<file path="src/rtl/core/lnsa_pkg.sv">
package lnsa_pkg;

    // Operation codes of the command channel.
    localparam logic [2:0] OP_NOTE_ON     = 3'd0;
    localparam logic [2:0] OP_NOTE_OFF    = 3'd1;
    localparam logic [2:0] OP_ALL_OFF     = 3'd2;
    localparam logic [2:0] OP_CHANNEL_OFF = 3'd3;
    localparam logic [2:0] OP_SWEEP       = 3'd4;
    localparam logic [2:0] OP_READ_SLOT   = 3'd5;
    localparam logic [2:0] OP_CLEAR_ALL   = 3'd6;

    localparam logic [31:0] DURATION_RESET = 32'd1000;
    localparam logic [6:0]  COUNT_MAX      = 7'd127;

    // Contents of one note slot.
    typedef struct packed {
        logic        active;
        logic        released;
        logic [7:0]  port;
        logic [3:0]  channel;
        logic [6:0]  note;
        logic [31:0] start;
        logic [31:0] stop;
    } t_slot;

endpackage

</file>
<file path="src/rtl/core/lnsa_cell.sv">
module lnsa_cell (
    input  logic           i_clk,
    input  logic           i_rst_n,
    input  logic           i_shift,
    input  lnsa_pkg::t_slot i_d,
    output lnsa_pkg::t_slot o_q
);
    import lnsa_pkg::*;

    t_slot r_q;

    // One slot of the ring; it takes its neighbor's slot on every shift.
    always_ff @(posedge i_clk) begin
        if (!i_rst_n) begin
            r_q <= '0;
        end else if (i_shift) begin
            r_q <= i_d;
        end
    end

    assign o_q = r_q;
endmodule

</file>
<file path="config.mk">
export PLATFORM = sky130hd
export DESIGN_NAME = lnsa_cell
export DESIGN_NICKNAME = d
export VERILOG_FILES = /design/src/rtl/core/lnsa_pkg.sv /design/src/rtl/core/lnsa_cell.sv
export SDC_FILE = /design/constraint.sdc
export NUM_CORES = 1
export LEC_CHECK = 0
export BUFFER_PORTS_ARGS = -buffer_cell sky130_fd_sc_hd__buf_2
export CORE_MARGIN = 8
export CORE_UTILIZATION = 48
export DETAILED_ROUTE_END_ITERATION = 16
export PLACE_DENSITY_LB_ADDON = 0.15
export SYNTH_ARGS = -nofsm -noshare
export SYNTH_HDL_FRONTEND = slang
export SYNTH_SLANG_ARGS = --single-unit
</file>
<file path="constraint.sdc">
create_clock -name i_clk -period 1.33 [get_ports i_clk]
set_input_delay 0.1995 -clock i_clk [delete_from_list [all_inputs] [get_ports i_clk]]
set_output_delay 0.1995 -clock i_clk [all_outputs]
set_load 0.1 [all_outputs]
</file>
==> results_dict.tcl, run 1 <==
set metrics [dict create \
    switching_share_pct 33.4 \
    vias_per_cell 4.62 \
    largest_register_ff_count 85 \
    pre_cts_slack_ns 0.224 \
    cts_tree "done" \
    p_leak_nw 2.28 \
    cts_buffers 9 \
    finalNetCount 532 \
    min_period_over_period_pct 97.4 \
    diodes 0 \
    cts_sinks 85 \
    cp-end-kind "output pin" \
    cpPeakStageDelay_ns 0.43 \
    antenna_found_initial 0 \
    holdWs_ns 0.117 \
    slew_headroom_pct 66.9 \
    dp_cells 513 \
    clock_skew_ns 0 \
    hpwlAfterDp_um 5980 \
    synth.avg_cell_area_um2 11.9 \
    area_growth_pct 40.0 \
    grt_pass1_wl_um 11900 \
    setup_ws_ns 0.0349 \
    cts_root_buf "clkbuf_8" \
    rows 30 \
    dieArea_um2 9710 \
    crit_type "reg2out" \
    peakVddDrop_mv 0.804 \
    top_usage_layer "met2" \
    clock_path_buffers 2 \
    port_buffers 172 \
    ys_warn_count 0 \
    track_usage_pct 15.2 \
    wl_um 7920 \
    worstPathRequired_ns 1.13 \
    r2r_slack_ns 0.68 \
    tns_ns 0 \
    met2_usage_pct 24.8 \
    p_clk_share_pct 33.2 \
    grt_pass1_vias 2491 \
    met3_usage_pct 8.17 \
    htree_num_levels 3 \
    insertion_delay_ns 0.33 \
    arrival_ns 1.10 \
    first_pass_iters 4 \
    cp.depth 1 \
    synthCells 274 \
    drive_above_1_share_pct 42.5 \
    synth_seq_cells 85 \
    clk_pin_slew_ns 0.08 \
    die_h_um 98.5 \
    power_frac_seq_pct 40.1 \
    remaining_drc_errors 0 \
    fillers 536 \
    globalRouteMet1Util_pct 16.0 \
    ios 173 \
    hold_viol 0 \
    ys_types 7 \
    drtAntennaViolNets 0 \
    via_count 2442 \
    yosysSeqAreaShare_pct 52.0 \
    setup_viol 0 \
    status "finished, final reports clean" \
    startpoint_type "flop" \
    power_switching_mw 2.31 \
    finalMaxSlewViolations 0 \
    critPathMaxFanout 2 \
    min_period_ns 1.30 \
    rsz0062_at_grt "false" \
    critPathTopFamily "buffers and inverters" \
    syn_area_um2 3270 \
    grt_max_degree 49 \
    routedWlPerCell_um 15.0 \
    core_area_um2 6680 \
    overflow 0 \
    clock.fmax_ghz 0.772 \
    worst_path_max_delay_cell "buf_2" \
    min_path_cells 3 \
    intPower_mw 4.60 \
    hold_class "in2reg" \
    worst_pin_slew_ns 0.500 \
    drv_cap 0 \
    layout_common_cells "95 x buf_2, 85 x mux2i_1, 85 x nor2b_1, 85 x dfxtp_1, 61 x clkbuf_4" \
    r2r_cells 2 \
    fin_cells 529 \
    syn_nets 362 \
    drt_iter0_drc 42 \
    p_per_area_nw_per_um2 1510 \
    cp_cell_sequence "buf_2" \
    postCtsHoldBufs 0 \
    comb_power_share_pct 26.7 \
    layout_commonest_cell "buf_2" \
    start_util_pct 48.9 \
    place_congestion 0.697 \
    cp.buffers_inverters 1 \
    die_x_um 98.5 \
]
==> path summary, 6_finish.rpt <==
kind	from	end
max	o_q[43]	o_q[43]
min	i_d[34]	o_q[34]
max reg2reg	o_q[56]	o_q[56]
min reg2reg	o_q[78]	o_q[78]
==> power groups by stage <==
stage	clock, mW	sequential (mW)	combinational (mW)
CTS	2.36	2.77	1.81
detailed placement	0	2.82	1.79
floorplan	0	3.92	0.372
global route	2.46	2.79	1.91
finish	2.29	2.77	1.84
global placement	0	2.82	1.77
==> metrics by stage <==
| stage | power [mW] | util, % | cell area [um2] |
|---|---|---|---|
| floorplan | 4.29 | - | 3270 |
| global placement | 4.59 | 61.8 | 4130 |
| detailed placement | 4.62 | 61.8 | 4130 |
| CTS | 6.93 | 66.2 | 4420 |
| global route | 7.16 | 68.5 | 4580 |
| finish | 6.91 | 68.5 | 4580 |
==> metal layers <==
| metal | vias to the layer above | share of wire, % |
|---|---|---|
| met4 | 0 | 1.1 |
| met3 | 8 | 11 |
| li1 | 1241 | - |
| met2 | 103 | 47 |
| met5 | - | 0 |
| met1 | 1090 | 41 |
==> cell type report <==
cell class | count | area [um2] | area share, %
sequential | 85 | 1700 | 37.2
multi-input combinational | 170 | 1380 | 30.2
clock buffer | 12 | 135 | 2.95
timing repair buffer | 178 | 1140 | 24.8
tap | 80 | 100 | 2.19
clock inverter | 4 | 120 | 2.63
==> cell usage after synthesis, drive strengths merged <==
library cell | count | area share [%]
buf | 11 | 4.7
clkbuf | 8 | 0.92
dfxtp | 85 | 52
mux2i | 85 | 26
nor2b | 85 | 16
==> logic make-up (layout without fill, tap and decap cells) <==
family / Yosys count / count (layout) / synth area share, %
and+or+nand+nor: 85 / 85 / 16.3
DFF: 85 / 85 / 52.0
buffers and inverters: 19 / 194 / 5.66
muxes: 85 / 85 / 26.0
==> repair_timing <==
item	4_1_cts	5_1_grt
setup buffers	0	0
endpoints found under the setup margin	15	61
hold endpoints to repair	0	0
resized for setup	15	61
No activity file was read; power rests on OpenSTA's default activity.
==> run 2, diff against run 1 <==
--- a/config.mk
+++ b/config.mk
@@ -5,11 +5,12 @@
 export SDC_FILE = /design/constraint.sdc
 export NUM_CORES = 1
 export LEC_CHECK = 0
+export ABC_AREA = 1
 export BUFFER_PORTS_ARGS = -buffer_cell sky130_fd_sc_hd__buf_2
 export CORE_MARGIN = 8
-export CORE_UTILIZATION = 48
+export CORE_UTILIZATION = 49
 export DETAILED_ROUTE_END_ITERATION = 16
-export PLACE_DENSITY_LB_ADDON = 0.15
+export PLACE_DENSITY = 0.88
 export SYNTH_ARGS = -nofsm -noshare
 export SYNTH_HDL_FRONTEND = slang
 export SYNTH_SLANG_ARGS = --single-unit
==> results_dict.tcl, run 2 <==
set metrics [dict create \
    synth_top_area_share_pct 48.9 \
    routedWlPerCell_um 11.3 \
    hold_class "in2reg" \
    status "finished, final reports clean" \
    synth_seq_cells 85 \
    yosys.area.top_type "dfxtp_1" \
    hold_viol 0 \
    rows 30 \
    first_pass_iters 6 \
    synthArstFlopShare_pct 0 \
    diodes 0 \
    grt_max_degree 60 \
    cts_tree "done" \
    critPathTopFamily "buffers and inverters" \
    place_congestion 0.798 \
    remaining_drc_errors 0 \
    yosysSeqAreaShare_pct 48.9 \
    setup_viol 0 \
    ys_warn_count 0 \
    synthCells 538 \
    ys_top_cells_by_count "170 x nand2_1, 170 x nor2_1, 85 x dfxtp_1, 85 x inv_1, 12 x buf_2" \
    min_period_ns 1.29 \
    startpoint_type "flop" \
    power_mw 6.44 \
    pre_cts_slack_ns 0.267 \
    min_period_over_period_pct 97.0 \
    syn_area_um2 3480 \
    dieArea_um2 10000 \
    syn_nets 626 \
    slew_headroom_pct 67.4 \
    finalMaxSlewViolations 0 \
    largest_register_ff_count 85 \
    holdWs_ns 0.143 \
    crit_type "reg2out" \
    drtAntennaViolNets 0 \
    die_x_um 100 \
    drv_cap 0 \
    worst_pin_slew_ns 0.493 \
    start_util_pct 50.9 \
    cpPeakStageDelay_ns 0.43 \
    clk_pin_slew_ns 0.08 \
    setup_ws_ns 0.0394 \
    port_buffers 172 \
    core_area_um2 6830 \
    clock_skew_ns 0 \
    synth_edf_count 0 \
    layout_common_cells "170 x nor2_1, 170 x nand2_1, 92 x buf_2, 85 x inv_1, 85 x dfxtp_1" \
    peakVddDrop_mv 0.673 \
    insertion_delay_ns 0.33 \
    p_leak_nw 2.83 \
    clock.fmax_ghz 0.775 \
    area_growth_pct 35.7 \
    p_per_area_nw_per_um2 1370 \
    track_usage_pct 17.3 \
    ys_types 8 \
    cp.buffers_inverters 1 \
    wl_um 8980 \
    critPathMaxFanout 2 \
    postCtsHoldBufs 0 \
    cts_sinks 85 \
    ys_dominant_reg_cell "dfxtp_1" \
    cp-end-kind "output pin" \
    synth.avg_cell_area_um2 6.46 \
    arrival_ns 1.09 \
    drive_above_1_share_pct 27.1 \
    htree_num_levels 3 \
    overflow 0 \
    drt_iter0_drc 105 \
    worst_path_max_delay_cell "buf_2" \
    grt_pass1_wl_um 14500 \
    antenna_found_initial 0 \
    grt_pass1_vias 3457 \
    ys_top_cells_by_area "dfxtp_1 49%, nand2_1 18%, nor2_1 18%, inv_1 9.2%, buf_4 2.2%" \
    clock_path_buffers 2 \
    worstPathRequired_ns 1.13 \
    hpwlAfterDp_um 6650 \
    utilization_pct 69.1 \
    via_count 3423 \
    vias_per_cell 4.29 \
    finalNetCount 787 \
    cts_root_buf "clkbuf_8" \
    die_h_um 100 \
    cp_cell_sequence "buf_2" \
    ios 173 \
    cts_buffers 9 \
]
-- run 2: cell count changes after synthesis, sizes merged --
cell	before	now
buf	11	25
nand2	0	170
nor2b	85	0
mux2i	85	0
inv	0	85
nor2	0	170
clkbuf	8	3
-- run 2: final cells by class --
cell class | count | area, um2
Clock buffer | 11 | 131
Clock inverter | 3 | 15.0
Fill cell | 560 | 2110
Inverter | 85 | 319
Multi-Input combinational cell | 340 | 1280
Sequential cell | 85 | 1700
Tap cell | 96 | 120
Timing Repair Buffer | 178 | 1160
-- run 2: cells by family after synthesis --
family        share of synthesized area (%)
simple gates                           36.7
flops                                  48.9
buf+inv                                14.4
-- run 2: layer usage --
metal  share of wire [%]  vias up  track usage [%]  routed length, um
met2                  45      131             29.6               4040
met5                   0        -                0                  0
li1                    -     1831                -                  -
met4                 1.5        0             6.51                134
met1                  40     1446             17.0               3620
met3                  13       15             9.90               1190
-- run 2: final timing paths --
check | from | cells past startpoint | slack, ns | end
max | o_q[25] | 1 | 0.04 | o_q[25]
min | i_d[16] | 5 | 0.14 | o_q[16]
max reg2reg | o_q[67] | 2 | 0.74 | o_q[67]
min reg2reg | o_q[38] | 2 | 0.47 | o_q[38]
-- run 2: repair_timing --
action | 4_1_cts | 5_1_grt
endpoints found under the setup margin | 17 | 62
buffers inserted | 0 | 0
pin swaps | 0 | 0
gates resized for setup | 17 | 62
-- run 2: where the power goes --
group	total (mW)	internal, mW	switching [mW]
Clock	1.47	0.651	0.817
Sequential	2.82	2.72	0.0930
Combinational	2.16	0.463	1.70
Total	6.44	3.84	2.61
-- run 2: metrics by stage --
stage                     cells  instance area, um2  setup TNS [ns]
after floorplan             538                3480               0
after global placement      784                4380               0
after detailed placement    784                4380               0
after CTS                   798                4560               0
after global routing        798                4720        -0.00186
final                       798                4720               0
==> run 3, diff against run 2 <==
--- a/config.mk
+++ b/config.mk
@@ -8,9 +8,9 @@
 export ABC_AREA = 1
 export BUFFER_PORTS_ARGS = -buffer_cell sky130_fd_sc_hd__buf_2
 export CORE_MARGIN = 8
-export CORE_UTILIZATION = 49
+export CORE_UTILIZATION = 41
 export DETAILED_ROUTE_END_ITERATION = 16
-export PLACE_DENSITY = 0.88
+export PLACE_DENSITY = 0.79
 export SYNTH_ARGS = -nofsm -noshare
 export SYNTH_HDL_FRONTEND = slang
 export SYNTH_SLANG_ARGS = --single-unit
==> constraint.sdc (replaced) <==
create_clock -name i_clk -period 1.06 [get_ports i_clk]
set_input_delay 0.159 -clock i_clk [delete_from_list [all_inputs] [get_ports i_clk]]
set_output_delay 0.159 -clock i_clk [all_outputs]
set_load 0.1 [all_outputs]
==> results_dict.tcl, run 3 (synthesized netlist as in run 2, its figures left out) <==
set metrics [dict create \
    overflow 0 \
    antenna_found_initial 1 \
    cts_root_buf "clkbuf_8" \
    remaining_drc_errors 0 \
    slew_headroom_pct 82.1 \
    crit_type "reg2out" \
    clock.fmax_ghz 0.951 \
    min_period_ns 1.05 \
    drive_above_1_share_pct 39.8 \
    core_area_um2 8220 \
    wl_um 10400 \
    cts_buffers 9 \
    htree_num_levels 3 \
    die_x_um 108 \
    power_switching_mw 3.51 \
    p_per_area_nw_per_um2 1610 \
    finalMaxSlewViolations 0 \
    placed_area_um2 5770 \
    cp-end-kind "output pin" \
    cp_cell_sequence "buf_12" \
    power_frac_seq_pct 38.1 \
    drt_iter0_drc 91 \
    worst_pin_slew_ns 0.268 \
    vias_per_cell 4.37 \
    hold_class "in2reg" \
    via_count 3560 \
    fillers 599 \
    arrival_ns 0.89 \
    track_usage_pct 17.4 \
    grt_max_degree 71 \
    grt_pass1_vias 3468 \
    critPathMaxFanout 2 \
    layout_common_cells "170 x nor2_1, 170 x nand2_1, 90 x buf_12, 86 x buf_2" \
    grt_pass1_wl_um 16300 \
    status "finished, final reports clean" \
    clock_skew_ns 0 \
    finalNetCount 793 \
    min_from "i_d[32]" \
    pre_cts_slack_ns 0.143 \
    critPathTopFamily "flip-flops" \
    dieArea_um2 11700 \
    startpoint_type "flop" \
    clk_pin_slew_ns 0.09 \
    routedWlPerCell_um 12.8 \
    drv_cap 0 \
    rr_startpoint "o_q[9]" \
    peakVddDrop_mv 0.710 \
    intPower_mw 6.21 \
    p_leak_nw 3.25 \
    clock_path_buffers 2 \
    hpwlAfterDp_um 8120 \
    setup_viol 0 \
    p_clk_share_pct 27.4 \
    switching_share_pct 36.1 \
    rsz0062_at_grt "true" \
    insertion_delay_ns 0.33 \
    worstPathRequired_ns 0.90 \
    first_pass_iters 4 \
    crit_start "o_q[22]" \
    drtAntennaViolNets 0 \
    area_growth_pct 74.2 \
    place_congestion 0.777 \
    port_buffers 172 \
    rows 33 \
    worst_path_max_delay_cell "dfxtp_2" \
    die_h_um 108 \
    cts_sinks 85 \
    setup_ws_ns 0.00882 \
    cpPeakStageDelay_ns 0.37 \
    start_util_pct 42.3 \
    hold_viol 0 \
    cp.buffers_inverters 1 \
    ios 173 \
    largest_register_ff_count 85 \
    comb_power_share_pct 34.5 \
    cts_tree "done" \
    multi_input_area_um2 1280 \
    regArea_um2 1810 \
    min_period_over_period_pct 99.2 \
    final_area_um2 6060 \
]
==> run 3: changes by cell type in the layout (fill, tap and decap cells not counted), moves of 3 or more <==
cell | before | now
buf_12 | 4 | 90
buf_4 | 20 | 8
buf_2 | 92 | 86
clkbuf_4 | 62 | 0
bufinv_16 | 0 | 3
clkinv_2 | 3 | 0
dfxtp_2 | 0 | 85
dfxtp_1 | 85 | 0
==> run 3: layout make-up <==
type | instances | area share (%)
Clock buffer | 11 | 2.17
Sequential cell | 85 | 29.8
Clock inverter | 4 | 1.61
Timing Repair Buffer | 184 | 37.8
Multi-Input combinational cell | 340 | 21.1
Antenna cell | 1 | 0.0413
Tap cell | 105 | 2.17
Inverter | 85 | 5.27
==> run 3: what timing repair did <==
item | 4_1_cts | 5_1_grt
hold buffers | 0 | 0
setup buffers | 1 | 6
resized for setup | 0 | 0
endpoints found under the setup margin | 20 | 83
==> run 3: worst paths after layout <==
check                               end  slack, ns  cells after the start
worst max-delay path            o_q[22]      0.009                      1
worst min-delay path            o_q[32]       0.09                      5
worst max register to register   o_q[9]       0.24                      4
worst min register to register  o_q[20]       0.49                      2
==> run 3: power groups by stage <==
stage	combinational, mW	sequential [mW]	clock (mW)
6_report	3.36	3.70	2.67
5_1_grt	3.50	3.73	2.85
4_1_cts	3.35	3.70	2.73
3_5_place_dp	3.35	3.78	0
3_3_place_gp	3.29	3.76	0
2_1_floorplan	0.529	5.26	0
==> run 3: per-stage QoR <==
stage	power [mW]	util, %	hold slack, ns	TNS [ns]	std cells
2_1_floorplan	5.79	-	0.340	0	538
3_3_place_gp	7.05	70.3	0.439	0	792
3_5_place_dp	7.12	70.3	0.454	0	792
4_1_cts	9.79	73.2	0.0754	-0.0661	808
5_1_grt	10.1	73.7	0.0889	-0.929	815
6_report	9.72	73.7	0.0910	0	815
==> run 3: layer usage <==
layer  global-route usage, %  wire length [um]  up-vias  part of all wire (%)
met1                    18.0              3920     1573                    38
met3                    6.60              1020       17                   9.7
met4                    7.83               246        0                   2.4
met2                    30.4              5260      129                    50
met5                       0                 0        -                     0
li1                        -                 -     1841                     -
